File: src/rtl/core/vadn_pkg.sv
// Package for the vector affine unit: payload structs, register indexes,
// sequencer states and constants. No dependencies.
package vadn_pkg;

	localparam int MaxLen = 1024;
	localparam int AddrW = $clog2(MaxLen);
	localparam int CountW = AddrW + 1;

	localparam logic [2:0] REG_COEF_A = 3'd0;
	localparam logic [2:0] REG_COEF_B = 3'd1;
	localparam logic [2:0] REG_COEF_C = 3'd2;
	localparam logic [2:0] REG_COEF_D = 3'd3;
	localparam logic [2:0] REG_MODE = 3'd4;

	localparam logic [1:0] MODE_NONE = 2'd0;
	localparam logic [1:0] MODE_DOT = 2'd1;
	localparam logic [1:0] MODE_REV = 2'd2;
	localparam logic [1:0] MODE_NORM = 2'd3;

	localparam logic signed [63:0] S64Max = 64'sh7FFF_FFFF_FFFF_FFFF;
	localparam logic signed [63:0] S64Min = 64'sh8000_0000_0000_0000;

	typedef struct packed {
		logic signed [31:0] x1_value;
		logic signed [31:0] x2_value;
		logic is_last;
	} in_item_t;

	typedef struct packed {
		logic signed [31:0] y_value;
		logic final_flag;
		logic signed [63:0] reduction;
		logic length_error;
	} out_item_t;

	typedef enum logic [3:0] {
		ST_IDLE,
		ST_P0,
		ST_PA_HI,
		ST_PA_LO,
		ST_PB,
		ST_PC,
		ST_Y,
		ST_YSQ,
		ST_ACC,
		ST_REV_RD,
		ST_REV_MUL,
		ST_REV_ADD,
		ST_SQ_GO,
		ST_SQRT,
		ST_DONE
	} state_t;

	typedef struct packed {
		logic signed [32:0] a;
		logic signed [32:0] b;
	} mul_op_t;

	function automatic logic signed [63:0] sat_add64(logic signed [63:0] a,
		logic signed [63:0] b);
		logic signed [64:0] s;
		s = 65'(a) + 65'(b);
		if (s > 65'(S64Max)) begin
			return S64Max;
		end else if (s < 65'(S64Min)) begin
			return S64Min;
		end
		return s[63:0];
	endfunction

endpackage

File: src/rtl/core/vadn_mul.sv
// Shared signed 33 x 33 multiplier with a registered product.
// Depends on vadn_pkg.
module vadn_mul import vadn_pkg::*; (
	input logic clk,
	input mul_op_t op,
	output logic signed [65:0] prod_q
);

	always_ff @(posedge clk) begin
		prod_q <= op.a * op.b;
	end

endmodule

File: config.mk
export PLATFORM = sky130hd
export DESIGN_NAME = vadn_mul
export DESIGN_NICKNAME = d
export VERILOG_FILES = /design/src/rtl/core/vadn_pkg.sv /design/src/rtl/core/vadn_mul.sv
export SDC_FILE = /design/constraint.sdc
export NUM_CORES = 2
export LEC_CHECK = 0
export BUFFER_PORTS_ARGS = -buffer_cell sky130_fd_sc_hd__buf_4
export CAP_MARGIN = 30
export CORE_ASPECT_RATIO = 1.2
export CORE_MARGIN = 4
export CORE_UTILIZATION = 55
export DETAILED_ROUTE_END_ITERATION = 8
export GPL_TIMING_DRIVEN = 0
export PLACE_DENSITY = 0.85
export SKIP_LAST_GASP = 1
export SLEW_MARGIN = 20
export SYNTH_ARGS = -nofsm -noshare
export SYNTH_HDL_FRONTEND = slang
export SYNTH_SLANG_ARGS = --single-unit
File: constraint.sdc
create_clock -name clk -period 7.8 [get_ports clk]
set_clock_uncertainty 0.1 [all_clocks]
set_input_delay 0.39 -clock clk [delete_from_list [all_inputs] [get_ports clk]]
set_output_delay 0.39 -clock clk [all_outputs]
set_load 0.005 [all_outputs]
==> flow_metrics.tcl <==
set metrics [dict create \
    outcome "finished clean" \
    cp_slowest_cell "fa_2" \
    vias 32230 \
    drt-initial-drc-count 3297 \
    io_pins 133 \
    synth_cell_type_count 80 \
    synth_top_area_frac 0.5627 \
    overflow 0 \
    grt-busiest-layer "met2" \
    arrival_ns 7.91 \
    crit_path_end_kind "register" \
    drc 0 \
    cts_tree "done" \
    numPortBuffers 132 \
    fin_tns_setup_ns 0 \
    seq_area_frac_synth 0.03244 \
    grt_max_degree 27 \
    grt_util_met2 0.6170 \
    rsz0062_at_grt "yes" \
    synth-edff-count 0 \
    die_w_um 256.4 \
    cts_buffers 9 \
    hold_ws_ns 0.2563 \
    ys_seq_elements 66 \
    final_cell_mix "fa_1 (1128), inv_1 (1125), and2_1 (562)" \
    synthCells 4338 \
    worstMarginPinSlew_ns 0.9576 \
    wl_per_cell_um 27.42 \
    synth.net_count 5767 \
    crit_path_max_fanout 10 \
    cp-startpoint "op[54]" \
    max_freq_ghz 0.1296 \
    drt.antenna.violating_nets 0 \
    grt_pass1_vias 34900 \
    core_mm2 0.07351 \
    clkSinkCount 66 \
    fill_cells 6126 \
    period_share 0.9893 \
    grt_pass1_wl_mm 221.0 \
    finalHoldViolCount 0 \
    initial_utilization 0.5541 \
    area_delta_synth_final_pct 8.373 \
    maxSlewViolCount 0 \
    slew_headroom 0.3616 \
    synthTopCellsByArea "fa_1 (56%), inv_1 (10%), and2_1 (8.6%), ha_1 (6.7%), nand2_1 (5.1%)" \
    root_buffer "clkbuf_16" \
    fp-row-count 109 \
    die_area_mm2 0.07850 \
    firstDrtPassIters 6 \
    via_per_inst 5.897 \
    setup_viol 0 \
    period_minus_slack_ns 7.717 \
    cts_buffer_depth 2 \
    detailed_place_hpwl_mm 124.3 \
    ys.flop_type "dfxtp_1" \
    path_class "in2reg" \
    crit_path_end "prod_q[58]" \
    top_regs "prod_q (66)" \
    placed_area_mm2 0.04299 \
    chipHeight_um 306.1 \
    place_congestion 1.158 \
    fin_area_mm2 0.04414 \
    final_common_cell "fa_1" \
    async_reset_ff_frac 0 \
    yosys.area.top_type "fa_1" \
    avgSynthCellArea_um2 9.390 \
    use_met1 0.4359 \
    antenna_found_initial 21 \
    wirelength_mm 149.9 \
    grt_util_met3 0.1029 \
    drv_cap 0 \
    yosysWarningCount 0 \
    max_stage_delay_ns 0.67 \
    largest-register "prod_q" \
    hold_buffers 0 \
    h-tree-depth 3 \
    largest_reg_flops 66 \
    worstPathRequired_ns 7.99 \
    clkTransAtPathRegs_ns 0.09 \
    critPathLaunchType "input port" \
    syn_area_mm2 0.04073 \
    grt_usage 0.3907 \
    hold_path_class "in2reg" \
    crit_top_cell "fa_1" \
    finalNetCount 5930 \
    drive_above_1_share 0.1012 \
]
-- stage by stage --
| step | instances | setup WS [ns] | utilization |
|---|---|---|---|
| after detailed placement | 5419 | -1.488 | 0.5848 |
| after CTS | 5441 | -0.007082 | 0.5935 |
| final | 5466 | 0.08333 | 0.6005 |
| after global routing | 5454 | -0.09331 | 0.6001 |
| after floorplan | 4338 | 0.07365 | - |
| after global placement | 5413 | -1.878 | 0.5837 |
-- Yosys cell counts, drive strengths merged, types with 13 or more instances --
| library cell | instances |
|---|---|
| dfxtp | 66 |
| xor2 | 25 |
| xnor2 | 43 |
| clkbuf | 208 |
| inv | 1131 |
| nand2 | 551 |
| o21ai | 33 |
| fa | 1145 |
| buf | 13 |
| ha | 217 |
| nor2 | 68 |
| and2 | 563 |
| a21oi | 61 |
| nand3 | 26 |
| a21o | 38 |
-- cell families after synthesis --
| logic type | share of synthesized area |
|---|---|
| xor+xnor | 0.01462 |
| simple gates | 0.1578 |
| compound gates | 0.04067 |
| flops | 0.03244 |
| fa+ha+maj | 0.6294 |
| buf+inv | 0.1251 |
-- worst min-delay path by stage --
stage / cells after the start / from / endpoint / slack (ns)
6_report: 2 / op[33] / prod_q[0] / 0.26
5_1_grt: 2 / op[33] / prod_q[0] / 0.24
4_1_cts: 2 / op[33] / prod_q[0] / 0.24
3_5_place_dp: 2 / op[33] / prod_q[0] / 0.66
3_3_place_gp: 2 / op[33] / prod_q[0] / 0.62
2_1_floorplan: 1 / op[33] / prod_q[0] / 0.42
-- metal layers --
layer	vias to the layer above	wire, um
li1	12730	-
met1	16320	45750
met2	2298	68630
met3	880	16750
met4	8	18680
met5	-	47
-- cell type report --
cell class	instances	area [um^2]	area share
clock buffers	9	225.2	0.005102
flip-flops and latches	66	1321	0.02993
clock inverters	7	58.81	0.001332
multi-input cells	2920	34590	0.7836
diodes	17	42.54	0.0009637
inverters	1131	4253	0.09634
plain buffers	211	1166	0.02642
well taps	943	1180	0.02673
repair buffers	162	1308	0.02962
-- worst max-delay path, delay by kind of cell --
family	cells	cell delay, ns
fa+ha+maj	9	4.64
buf+inv	8	1.02
compound gates	7	1.38
simple gates	2	0.44
-- what timing repair did --
action / 4_1_cts / 5_1_grt
pin swaps: 5 / 32
endpoints found under the setup margin: 29 / 31
endpoints found under the hold margin: 0 / 0
gates resized for setup: 154 / 259
buffers inserted: 9 / 13
Power is left out: the tool's default activity adds up to more than one toggle a clock period on the data nets, which glitch-free logic cannot reach.
