File: src/rtl/core/vadn_pkg.sv
// Package for the vector affine unit: payload structs, register indexes,
// sequencer states and constants. No dependencies.
package vadn_pkg;

	localparam int MaxLen = 1024;
	localparam int AddrW = $clog2(MaxLen);
	localparam int CountW = AddrW + 1;

	localparam logic [2:0] REG_COEF_A = 3'd0;
	localparam logic [2:0] REG_COEF_B = 3'd1;
	localparam logic [2:0] REG_COEF_C = 3'd2;
	localparam logic [2:0] REG_COEF_D = 3'd3;
	localparam logic [2:0] REG_MODE = 3'd4;

	localparam logic [1:0] MODE_NONE = 2'd0;
	localparam logic [1:0] MODE_DOT = 2'd1;
	localparam logic [1:0] MODE_REV = 2'd2;
	localparam logic [1:0] MODE_NORM = 2'd3;

	localparam logic signed [63:0] S64Max = 64'sh7FFF_FFFF_FFFF_FFFF;
	localparam logic signed [63:0] S64Min = 64'sh8000_0000_0000_0000;

	typedef struct packed {
		logic signed [31:0] x1_value;
		logic signed [31:0] x2_value;
		logic is_last;
	} in_item_t;

	typedef struct packed {
		logic signed [31:0] y_value;
		logic final_flag;
		logic signed [63:0] reduction;
		logic length_error;
	} out_item_t;

	typedef enum logic [3:0] {
		ST_IDLE,
		ST_P0,
		ST_PA_HI,
		ST_PA_LO,
		ST_PB,
		ST_PC,
		ST_Y,
		ST_YSQ,
		ST_ACC,
		ST_REV_RD,
		ST_REV_MUL,
		ST_REV_ADD,
		ST_SQ_GO,
		ST_SQRT,
		ST_DONE
	} state_t;

	typedef struct packed {
		logic signed [32:0] a;
		logic signed [32:0] b;
	} mul_op_t;

	function automatic logic signed [63:0] sat_add64(logic signed [63:0] a,
		logic signed [63:0] b);
		logic signed [64:0] s;
		s = 65'(a) + 65'(b);
		if (s > 65'(S64Max)) begin
			return S64Max;
		end else if (s < 65'(S64Min)) begin
			return S64Min;
		end
		return s[63:0];
	endfunction

endpackage

File: src/rtl/core/vadn_sqrt.sv
// Iterative square root, one result bit per cycle: floor(sqrt(s * 2^16)).
// Depends on vadn_pkg.
module vadn_sqrt import vadn_pkg::*; (
	input logic clk,
	input logic arst_n,
	input logic start,
	input logic [62:0] s,
	output logic done,
	output logic [39:0] root_q
);

	logic [79:0] rad_q;
	logic [41:0] rem_q;
	logic [6:0] cnt_q;
	logic busy_q;
	logic [41:0] rem_sh;
	logic [41:0] trial;

	assign rem_sh = {rem_q[39:0], rad_q[79:78]};
	assign trial = {root_q, 2'b01};
	assign done = busy_q && (cnt_q == 7'd0);

	always_ff @(posedge clk or negedge arst_n) begin
		if (!arst_n) begin
			busy_q <= 1'b0;
			cnt_q <= '0;
		end else if (start) begin
			busy_q <= 1'b1;
			cnt_q <= 7'd40;
		end else if (busy_q) begin
			if (cnt_q == 7'd0) begin
				busy_q <= 1'b0;
			end else begin
				cnt_q <= cnt_q - 7'd1;
			end
		end
	end

	always_ff @(posedge clk) begin
		if (start) begin
			rad_q <= {1'b0, s, 16'd0};
			rem_q <= '0;
			root_q <= '0;
		end else if (busy_q && cnt_q != 7'd0) begin
			rad_q <= {rad_q[77:0], 2'b00};
			if (rem_sh >= trial) begin
				rem_q <= rem_sh - trial;
				root_q <= {root_q[38:0], 1'b1};
			end else begin
				rem_q <= rem_sh;
				root_q <= {root_q[38:0], 1'b0};
			end
		end
	end

endmodule

File: config.mk
export PLATFORM = sky130hd
export DESIGN_NAME = vadn_sqrt
export DESIGN_NICKNAME = d
export VERILOG_FILES = /design/src/rtl/core/vadn_pkg.sv /design/src/rtl/core/vadn_sqrt.sv
export SDC_FILE = /design/constraint.sdc
export NUM_CORES = 1
export LEC_CHECK = 0
export ABC_AREA = 1
export BUFFER_PORTS_ARGS = -buffer_cell sky130_fd_sc_hd__buf_2
export CORE_MARGIN = 2
export CORE_UTILIZATION = 54
export DETAILED_ROUTE_END_ITERATION = 10
export PLACE_DENSITY = 0.77
export SYNTH_ARGS = -nofsm -noshare
export SYNTH_HDL_FRONTEND = slang
export SYNTH_SLANG_ARGS = --single-unit
File: constraint.sdc
create_clock -name clk -period 3.23 [get_ports clk]
set_input_delay 0 -clock clk [delete_from_list [all_inputs] [get_ports clk]]
set_output_delay 0 -clock clk [all_outputs]
set_load 0.05 [all_outputs]
==> results by group, run 1 <==
Placement
  • Dpl hpwl: about 18000 um
  • # port buffers: 106
  • Placed cell area: about 10000 um2
  • GPL Wtd Cong: just under 1
  • Placement Setup Slack: 0.588 ns

Worst setup path
  • Crit path buf inv count: 3
  • CP max-delay cell: nand2_4
  • Setup CP Type: reg2reg
  • CP Capture Type: flop
  • CP Data Arrival Time: 3.05 ns
  • Worst EP required: about 3.6 ns
  • Cell family with most CP delay: simple AND/OR/NAND/NOR gates
  • Slowest cell delay on critical path: 0.38 ns
  • R2R setup slack: 0.56 ns
  • Most common cell on crit path: nand2_1
  • Critical-path cell list: inv_1 > ha_1 > nand2_2 > inv_1 > nand2_1 > nand2_1 > inv_1 > nand3_1 > nand2_1 > nand3_2 > nand2_2 > nand2_4 > nand2_1 > nand3_1 > nand2_1
  • Setup crit start kind: flop
  • Crit-path max FO: 39

Timing
  • Fin. Hold Viols: 0
  • Unrepaired setup endpoints after global routing: false
  • Max-slew violations: 0
  • Setup TNS: 0 ns
  • Worst hold slack: about 0.083 ns
  • Min Tclk post-route: roughly 2.7 ns
  • Relative slew slack: 0.346
  • Worst Setup Slack, final: 0.559 ns
  • Least-Margin Pin Slew: 0.979 ns
  • Fin crit share: 0.827
  • Fmax: 374 MHz
  • Setup Skew: 0.0121 ns
  • Setup violators final: 0

Floorplan
  • IO Pins: between 100 and 150
  • DIE AREA: 18500 um2
  • Width of the die: 136 um
  • Initial Util: 0.549
  • Die H: 136 um
  • Num rows: 48
  • Core Area: 17200 um2

Clock network
  • Resize count post-CTS: 0
  • Cts bufs inserted: 17
  • Clock slew at reported path FFs: around 0.070 ns
  • Buffer count from post-CTS setup fixing: 0
  • Clock latency on the worst-skew pair: 0.44 ns
  • Htree depth: 4
  • TritonCTS clock tree: built
  • Hold buffer count at CTS: 65
  • Clock sinks: 152
  • Clock Path Buffers: 2
  • CTS root buf: clkbuf_16

Routing
  • Via Count: just over 9000
  • DR iter-0 viols: 534
  • Drt drc: 0
  • Metal1 wirelength: 11300 um
  • Router iterations before antenna repair: 7
  • DR WL/cell: 15.0 um
  • Met3 wire len: 1560 um
  • Vias per inst: ~5.2
  • DR WL met2: 13200 um
  • Highest routed metal layer: met4
  • DRT Wirelength: 26700 um
  • Antenna-violating nets left: 0

Global route
  • Congestion Overflow GR: 0
  • Total track usage: 0.298
  • Vias in the first global route: 9052
  • Largest net degree at the start of global routing: 101
  • Initial antenna violation count: 0
  • Global-route wire length before repair: 43200 um

Logic synthesis
  • Area share of the largest cell type after synthesis: 0.218
  • Largest cells by area after synthesis: nand2_1 22%, edfxtp_1 20%, dfxtp_1 17%, inv_1 9.0%, ha_1 5.8%
  • Syn Nets: around 1500
  • Post-synth cell types: 36
  • Yosys reg bits: 152
  • Sequential area share after synthesis: 0.394
  • Post-Syn Instances: 1388
  • Warnings, synthesis: 0
  • Synth Area per Inst: 6.79 um2
  • Mapped cell area: between 9000 and 10000 um2
  • Largest area contributor in the netlist: nand2_1

Power and ir drop
  • Static leakage: 0.00601 uW
  • PD cells: 941 nW/um2
  • Power, Total: 10700 uW
  • VDD IR max: between 0.0006 and 0.0007 V

Final layout
  • Area Growth Syn to Fin: 20.5%
  • Cell area after layout: 11300 um2
  • Nets: between 1500 and 2000
  • Share of cells above drive strength 1: 0.114
  • N_diodes: 0

Outcome
  • Status: finished, final reports clean

Job
  • Max-cap violations: 0

Hold path
  • Worst hold path class: in2reg
## report_power, final
part | total (uW) | switching [uW] | leakage [uW] | internal (uW)
logic | 6210 | 4100 | 0.00428 | 2110
registers | 2510 | 173 | 0.00145 | 2340
clock network | 1960 | 877 | 0.000273 | 1080
## final cells by class
class,count,area [um2]
Tap cell,225,282
Sequential cell,152,3710
Inverter,231,870
Clock inverter,13,134
Clock buffer,19,433
Fill cell,1506,5830
Multi-Input combinational cell,963,4650
Timing Repair Buffer,179,1270
## Yosys cell counts
master and instances:
nand2_1 547, inv_1 226, nand3_1 106, dfxtp_1 81, nor2_1 68, edfxtp_1 63, ha_1 44, o22ai_1 41
a21oi_1 38, o21ai_0 33, clkbuf_1 26, xnor2_1 14, buf_2 13, nand3b_1 13, nand4_1 10, nor2_2 10
nand3_2 9, dfrtp_1 8, inv_2 5, nand2_2 4, nor3_1 4, o21ai_1 4, and2_1 3, o21bai_1 3
xor2_1 3, nor2_4 2, a21boi_0 1, a21o_1 1, buf_1 1, buf_6 1, buf_8 1, nand2_4 1
nor3_2 1, nor4_1 1, o21a_1 1, or2_2 1
## state kept, by name, indices dropped and copies added (netlist names)
signal and cells:
rad_q 64, busy_q 1, rem_q 40, root_q 40, cnt_q 7
## cell families after synthesis
kind of cell | share of synthesized area
and+or+nand+nor | 0.347
buffers and inverters | 0.112
DFF | 0.394
AOI/OAI and AO/OA | 0.0718
adders and majority gates | 0.0584
xor gates and xnor gates | 0.0158
## through the flow
stage	instances	util
floorplan	1388	-
global placement	1685	0.590
detailed placement	1685	0.590
CTS	1782	0.661
global route	1782	0.661
finish	1782	0.661
## metal layers
| layer | up-vias | global-route usage |
|---|---|---|
| met3 | 55 | 0.0619 |
| li1 | 4678 | - |
| met1 | 4231 | 0.359 |
| met2 | 329 | 0.528 |
| met4 | 0 | 0.102 |
| met5 | - | 0 |
## worst register-to-register path, delay by kind of cell (launching register included)
kind / cells / cell delay [ns]
fa+ha+maj: 1 / 0.36
simple gates: 11 / 1.74
flops: 1 / 0.33
buf+inv: 3 / 0.18
## cell usage in the layout (no fill, tap or decap), types with 4 or more instances in the layout
master,n
o21ai_0,33
nand3b_1,13
nand2_2,4
nand2_1,547
a21oi_1,38
o22ai_1,41
nor2_1,67
edfxtp_1,63
buf_2,106
nor2_2,11
dlygate4sd3_1,65
clkbuf_16,17
buf_4,6
xnor2_1,14
nand4_1,10
nor3_1,4
nand3_1,106
ha_1,44
inv_2,4
inv_6,5
inv_1,226
o21ai_1,4
dfrtp_1,8
nand3_2,9
dfxtp_1,81
## worst paths after layout
| path | start | to | cells after the start |
|---|---|---|---|
| setup reg to reg | root_q[7]$_SDFFE_PP0P_ | rem_q[19]$_SDFFE_PP0P_ | 15 |
| hold / removal | start | root_q[0]$_SDFFE_PP0P_ | 2 |
| hold reg to reg | rad_q[77]$_DFFE_PP_ | rad_q[79]$_SDFFE_PP0P_ | 2 |
| min in group asynchronous | arst_n | cnt_q[3]$_DFFE_PN0P_ | 3 |
| setup / recovery | root_q[7]$_SDFFE_PP0P_ | rem_q[19]$_SDFFE_PP0P_ | 15 |
| max in group asynchronous | arst_n | cnt_q[1]$_DFFE_PN0P_ | 3 |
Power figures use the tool's default switching activity.
==> run 2: changes to the inputs <==
clock period = 2.2 ns   (was 3.23 ns; I/O delays follow)
==> results by group, run 2 (synthesis gave the netlist of run 1 again) <==
Power and ir drop
  • Clk pwr share: 0.157 (-0.027)
  • Static leakage: 0.00665 uW (+11%)
  • Int Pwr: 10400 uW (+88%)
  • P_sw: 9090 uW (+77%)
  • PD cells: 1480 nW/um2 (+58%)
  • Sw Share: 0.466 (-0.0160)
  • VDD IR max: 0.000883 V (+38%)
  • Sequential fraction of design power: 0.196 (-0.039)
  • Comb power frac: 0.647 (+0.066)

Final layout
  • Register with the most flip-flops: rad_q
  • Nets: 1747 (+5.6%)
  • Reg area: 3770 um2 (+1.5%)
  • Max reg flops: 64 (unchanged)
  • # fillers: 1217 (-19%)
  • Area occupied by multi-input gates: 5480 um2 (+18%)
  • Most common cell after layout, fill and taps aside: nand2_1
  • Share of cells above drive strength 1: 0.272 (+0.158)
  • Top flop regs: rad_q x64, rem_q x40, root_q x40
  • Area Growth Syn to Fin: 39.5%
  • Most frequent cells in the layout: 512 x nand2_1, 196 x inv_1, 106 x buf_2, 100 x nand3_1, 85 x buf_4
  • Final non-filler cell total: 1876 (+5.3%)

Timing
  • Fmax: 459 MHz (+23%)
  • Setup violators final: 0 (unchanged)
  • Worst hold slack: 0.0596 ns (-0.0235 ns)
  • Setup TNS: 0 ns (unchanged)
  • Fin. Hold Viols: 0 (unchanged)
  • Fin crit share: 0.990 (+0.163)
  • Unrepaired setup endpoints after global routing: true
  • Worst Setup Slack, final: 0.0221 ns (-0.537 ns)
  • Setup Skew: 0.0180 ns (+0.00591 ns)
  • Relative slew slack: 0.604 (+0.257)
  • Min Tclk post-route: 2.18 ns (-0.493 ns)
  • Max-slew violations: 0 (unchanged)
  • Least-Margin Pin Slew: 0.594 ns (-0.385 ns)

Worst setup path
  • Setup CP Type: reg2reg
  • Setup crit start kind: flop
  • CP Capture Type: flop
  • Worst EP required: 2.55 ns (-1.06 ns)
  • CP Data Arrival Time: 2.53 ns (-0.52 ns)
  • Crit-path max FO: 6 (-85%)

Routing
  • DR WL/cell: 16.4 um (+9.2%)
  • DR iter-0 viols: 926 (+73%)
  • Drt drc: 0 (unchanged)
  • Vias per inst: 5.35 (+2.5%)
  • DRT Wirelength: 30700 um (+15%)
  • Antenna-violating nets left: 0 (unchanged)
  • Via Count: 10000 (+7.9%)
  • Router iterations before antenna repair: 5 (-2)

Clock network
  • Htree depth: 4 (unchanged)
  • Cts bufs inserted: 17 (unchanged)
  • TritonCTS clock tree: built
  • Clock sinks: 152 (unchanged)
  • Clock slew at reported path FFs: 0.07 ns (about the same)
  • Clock Path Buffers: 2 (unchanged)
  • CTS root buf: clkbuf_16
  • Clock latency on the worst-skew pair: 0.45 ns (about the same)

Floorplan
  • Num rows: 48 (unchanged)
  • Initial Util: 0.549 (unchanged)
  • IO Pins: 107 (unchanged)
  • Width of the die: 136 um (unchanged)
  • DIE AREA: 18500 um2 (unchanged)
  • Core Area: 17200 um2 (unchanged)
  • Die H: 136 um (unchanged)

Global route
  • Met1 usage: 0.375 (+0.0156)
  • M2 GR Usage: 0.549 (+0.0215)
  • GRT Max-Usage Layer: met2
  • Global-route wire length before repair: 44700 um (+3.4%)
  • Largest net degree at the start of global routing: 62 (-39%)
  • Total track usage: 0.307 (+0.00888)
  • Vias in the first global route: 9363 (+3.4%)
  • Congestion Overflow GR: 0 (unchanged)
  • GR Util met3: 0.0570 (-0.00485)
  • Initial antenna violation count: 1 (+1)

Outcome
  • Status: finished, final reports clean

Hold path
  • Worst hold path class: in2reg

Placement
  • Dpl hpwl: 19000 um (+6.3%)
  • GPL Wtd Cong: 1.03 (+4.8%)
  • # port buffers: 106 (unchanged)
  • Placed instance count: 1759 (+4.4%)
  • Placement Setup Slack: -0.0953 ns (-0.683 ns)

Job
  • Max-cap violations: 0 (unchanged)
[run 2: changes by cell type in the layout (fill, tap and decap cells not counted), moves of 14 or more]
cell,change
buf_4,+79
dfxtp_1,-41
dfxtp_2,+39
ha_1,-39
ha_4,+39
inv_1,-30
inv_2,+30
nand2_1,-35
nand2_2,+25
nor2_1,-17
nor2_4,+14
[run 2: path summary, 6_finish.rpt]
kind	start	endpoint	slack (ns)	depth (start not counted)
setup / recovery	root_q[29]$_SDFFE_PP0P_	rem_q[8]$_SDFFE_PP0P_	0.02	15
hold / removal	start	root_q[0]$_SDFFE_PP0P_	0.06	2
setup reg to reg	root_q[29]$_SDFFE_PP0P_	rem_q[8]$_SDFFE_PP0P_	0.02	15
hold reg to reg	rad_q[77]$_DFFE_PP_	rad_q[79]$_SDFFE_PP0P_	0.47	2
max in group asynchronous	arst_n	cnt_q[0]$_DFFE_PN0P_	1.31	3
min in group asynchronous	arst_n	busy_q$_DFF_PN0_	0.58	3
[run 2: cell type report]
cell class                      count  share of cell area
Clock inverter                     15              0.0140
Antenna cell                        1            0.000190
Timing Repair Buffer              271               0.162
Multi-Input combinational cell    964               0.417
Inverter                          231              0.0662
Clock buffer                       17              0.0324
Sequential cell                   152               0.287
Tap cell                          225              0.0214
[run 2: repair_timing]
item | in CTS | in global routing
hold buffers | 65 | 0
hold endpoints to repair | 71 | 0
gates resized for setup | 18 | 166
endpoints found under the setup margin | 28 | 41
pin swaps | 1 | 28
gates cloned | 0 | 5
setup buffers | 0 | 14
[run 2: worst max-delay path, cell delays in order (launching register included)]
cell       delay, ns
dfxtp_2         0.34
inv_2           0.06
ha_4            0.26
inv_1           0.07
o21ai_1         0.09
a21oi_2         0.20
nand2_1         0.09
nand2_1         0.08
nand2_2         0.06
nor2_4          0.16
buf_12          0.16
nand2_8         0.11
clkbuf_16       0.19
nand2_1         0.05
nand3_1         0.06
o21ai_0         0.11
[run 2: metrics by stage]
step | power [uW] | utilization | area [um2]
floorplan | 10600 | - | 9480
global placement | 13300 | 0.627 | 10800
detailed placement | 13500 | 0.627 | 10800
CTS | 16900 | 0.707 | 12100
global route | 20700 | 0.765 | 13100
finish | 19500 | 0.765 | 13100
[run 2: power groups by stage]
stage	clock network, uW	registers [uW]	logic [uW]
after CTS	3060	3690	10100
final	3070	3810	12600
after global routing	3200	3860	13700
after global placement	0	3720	9620
after detailed placement	0	3730	9760
after floorplan	0	3720	6860
[run 2: routing by layer]
| layer | wire, um | share of wire |
|---|---|---|
| met3 | 1760 | 0.057 |
| met5 | 0 | 0 |
| met2 | 15700 | 0.51 |
| met4 | 974 | 0.032 |
| met1 | 12300 | 0.40 |
==> run 3: changes to the inputs <==
CORE_UTILIZATION = 45   (was 54)
PLACE_DENSITY = 0.66   (was 0.77)
RECOVER_POWER = 50   (was unset)
clock period = 1.9 ns   (was 2.2 ns; I/O delays follow)
==> results by group, run 3 (synthesis gave the netlist of run 1 again) <==
Outcome
  • Status: finished, violations left
  • Failing checks: negative setup slack

Final layout
  • Most common cell after layout, fill and taps aside: nand2_1
  • Top flop regs: rad_q x64, rem_q x40, root_q x40
  • Share of cells above drive strength 1: 0.338 (+0.0655)
  • Most frequent cells in the layout: 500 x nand2_1, 208 x buf_4, 182 x inv_1, 73 x nand3_1, 67 x buf_2
  • Area occupied by multi-input gates: 5780 um2 (+5.4%)
  • # fillers: 1628 (+34%)
  • N_diodes: 0 (-1)
  • Area Growth Syn to Fin: 56.0%
  • Nets: 1880 (+7.6%)
  • Register with the most flip-flops: rad_q
  • Max reg flops: 64 (unchanged)
  • Cell area after layout: 14700 um2 (+12%)
  • Reg area: 3870 um2 (+2.6%)

Clock network
  • CTS root buf: clkbuf_16
  • Clock latency on the worst-skew pair: 0.43 ns (-0.02 ns)
  • Clock sinks: 152 (unchanged)
  • Clock Path Buffers: 2 (unchanged)
  • TritonCTS clock tree: built
  • Htree depth: 4 (unchanged)
  • Cts bufs inserted: 17 (unchanged)
  • Clock slew at reported path FFs: 0.07 ns (about the same)

Timing
  • Setup violators final: 41 (+41)
  • Min Tclk post-route: 2.12 ns (-0.0622 ns)
  • Fin crit share: 1.11 (+0.124)
  • Worst Setup Slack, final: -0.216 ns (-0.238 ns)
  • Unrepaired setup endpoints after global routing: true
  • Fin. Hold Viols: 0 (unchanged)
  • Max-slew violations: 0 (unchanged)
  • Least-Margin Pin Slew: 0.950 ns (+0.356 ns)
  • Fmax: 473 MHz (+2.9%)
  • Setup TNS: -7.10 ns (-7.10 ns)
  • Setup Skew: 0.0121 ns (-0.00582 ns)
  • Relative slew slack: 0.367 (-0.237)

Routing
  • DRT Wirelength: 31700 um (+3.1%)
  • Router iterations before antenna repair: 5 (unchanged)
  • Vias per inst: 4.95 (-7.5%)
  • Via Count: 10200 (+1.2%)
  • Drt drc: 0 (unchanged)
  • Antenna-violating nets left: 0 (unchanged)
  • DR WL/cell: 15.4 um (-5.8%)
  • DR iter-0 viols: 540 (-42%)

Hold path
  • Hold Path End: root_q[0]$_SDFFE_PP0P_
  • Hold Path Depth: 2 (unchanged)
  • Hold Startpoint: start
  • Worst hold path class: in2reg

Global route
  • Congestion Overflow GR: 0 (unchanged)
  • Vias in the first global route: 10200 (+8.9%)
  • Initial antenna violation count: 0 (-1)
  • Largest net degree at the start of global routing: 53 (-15%)
  • Total track usage: 0.287 (-0.0200)
  • Global-route wire length before repair: 50300 um (+12%)

Worst setup path
  • R2R setup slack: -0.22 ns (-0.24 ns)
  • CP max-delay cell: dfxtp_4
  • Cell family with most CP delay: simple AND/OR/NAND/NOR gates
  • Critical-path cell list: inv_4 > ha_4 > nand2_4 > nor2_4 > nand2_2 > nor2_4 > nand3_2 > nor2_4 > nor2_4 > buf_6 > nand2_8 > clkbuf_16 > nand2_1 > nand3_1 > o21ai_0
  • Worst EP required: 2.22 ns (-0.33 ns)
  • Reg2Reg Capture Point: rem_q[11]$_SDFFE_PP0P_
  • R2R depth: 15 (unchanged)
  • CP Data Arrival Time: 2.44 ns (-0.09 ns)
  • Setup crit start kind: flop
  • Slowest cell delay on critical path: 0.36 ns (+0.02 ns)
  • Crit path depth: 15 (unchanged)
  • Setup CP Type: reg2reg
  • Crit-path max FO: 8 (+2)
  • R2R Path Start: root_q[26]$_SDFFE_PP0P_
  • Most common cell on crit path: nor2_4
  • Crit path buf inv count: 3 (-1)
  • CP Capture Type: flop

Placement
  • # port buffers: 106 (unchanged)
  • GPL Wtd Cong: 0.942 (-8.1%)
  • Placed cell area: 12500 um2 (+16%)
  • Dpl hpwl: 21200 um (+11%)

Floorplan
  • Core Area: 20400 um2 (+19%)
  • Num rows: 52 (+8.3%)
  • DIE AREA: 22100 um2 (+19%)
  • Width of the die: 149 um (+9.3%)
  • IO Pins: 107 (unchanged)
  • Die H: 149 um (+9.3%)
  • Initial Util: 0.463 (-0.0859)

Power and ir drop
  • VDD IR max: 0.000946 V (+7.2%)
  • PD cells: 1750 nW/um2 (+18%)
  • Static leakage: 0.00726 uW (+9.3%)

Job
  • Max-cap violations: 0 (unchanged)
-- run 3: worst max path at each step --
stage	start	endpoint	slack (ns)
2_1_floorplan	root_q[9]$_SDFFE_PP0P_	rem_q[26]$_SDFFE_PP0P_	-0.09
3_3_place_gp	root_q[31]$_SDFFE_PP0P_	rem_q[24]$_SDFFE_PP0P_	-0.27
3_5_place_dp	root_q[31]$_SDFFE_PP0P_	rem_q[20]$_SDFFE_PP0P_	-0.29
4_1_cts	root_q[31]$_SDFFE_PP0P_	rem_q[30]$_SDFFE_PP0P_	-0.20
5_1_grt	root_q[32]$_SDFFE_PP0P_	rem_q[35]$_SDFFE_PP0P_	-0.31
6_report	root_q[26]$_SDFFE_PP0P_	rem_q[11]$_SDFFE_PP0P_	-0.22
-- run 3: report_power, final --
group	switching [uW]	internal, uW	total [uW]	leakage, uW
combinational	9420	8170	17600	0.00547
sequential	393	3930	4330	0.00148
clock	1630	2130	3760	0.000307
-- run 3: per-stage QoR --
step,instances,setup slack (ns),total power (uW),hold WS (ns),utilization
floorplan,1388,-0.0868,12900,-0.296,-
finish,2053,-0.216,25700,0.0356,0.722
CTS,2039,-0.200,23900,0.0222,0.694
detailed placement,1934,-0.287,18500,-0.149,0.614
global route,2053,-0.313,27500,0.0677,0.722
global placement,1934,-0.272,18400,-0.148,0.614
-- run 3: repair_timing --
item / CTS / global route
resized for setup: 47 / 130
hold buffers: 65 / 0
setup buffers: 6 / 12
endpoints found under the hold margin: 71 / 0
setup endpoints to repair: 41 / 152
cloned: 3 / 4
pin swaps: 18 / 54
-- run 3: layer usage --
metal  vias to the layer above  share of wire  GRT usage
met4                         0          0.031      0.105
met1                      4673           0.43      0.364
met2                       295           0.49      0.494
met5                         -              0          0
met3                        64          0.050     0.0479
li1                       5122              -          -
-- run 3: cell type report --
class | instances | share of cell area
clock inverter | 15 | 0.0144
sequential | 152 | 0.263
multi-input combinational | 963 | 0.393
tap | 270 | 0.0230
inverter | 231 | 0.0614
clock buffer | 17 | 0.0290
timing repair buffer | 405 | 0.216
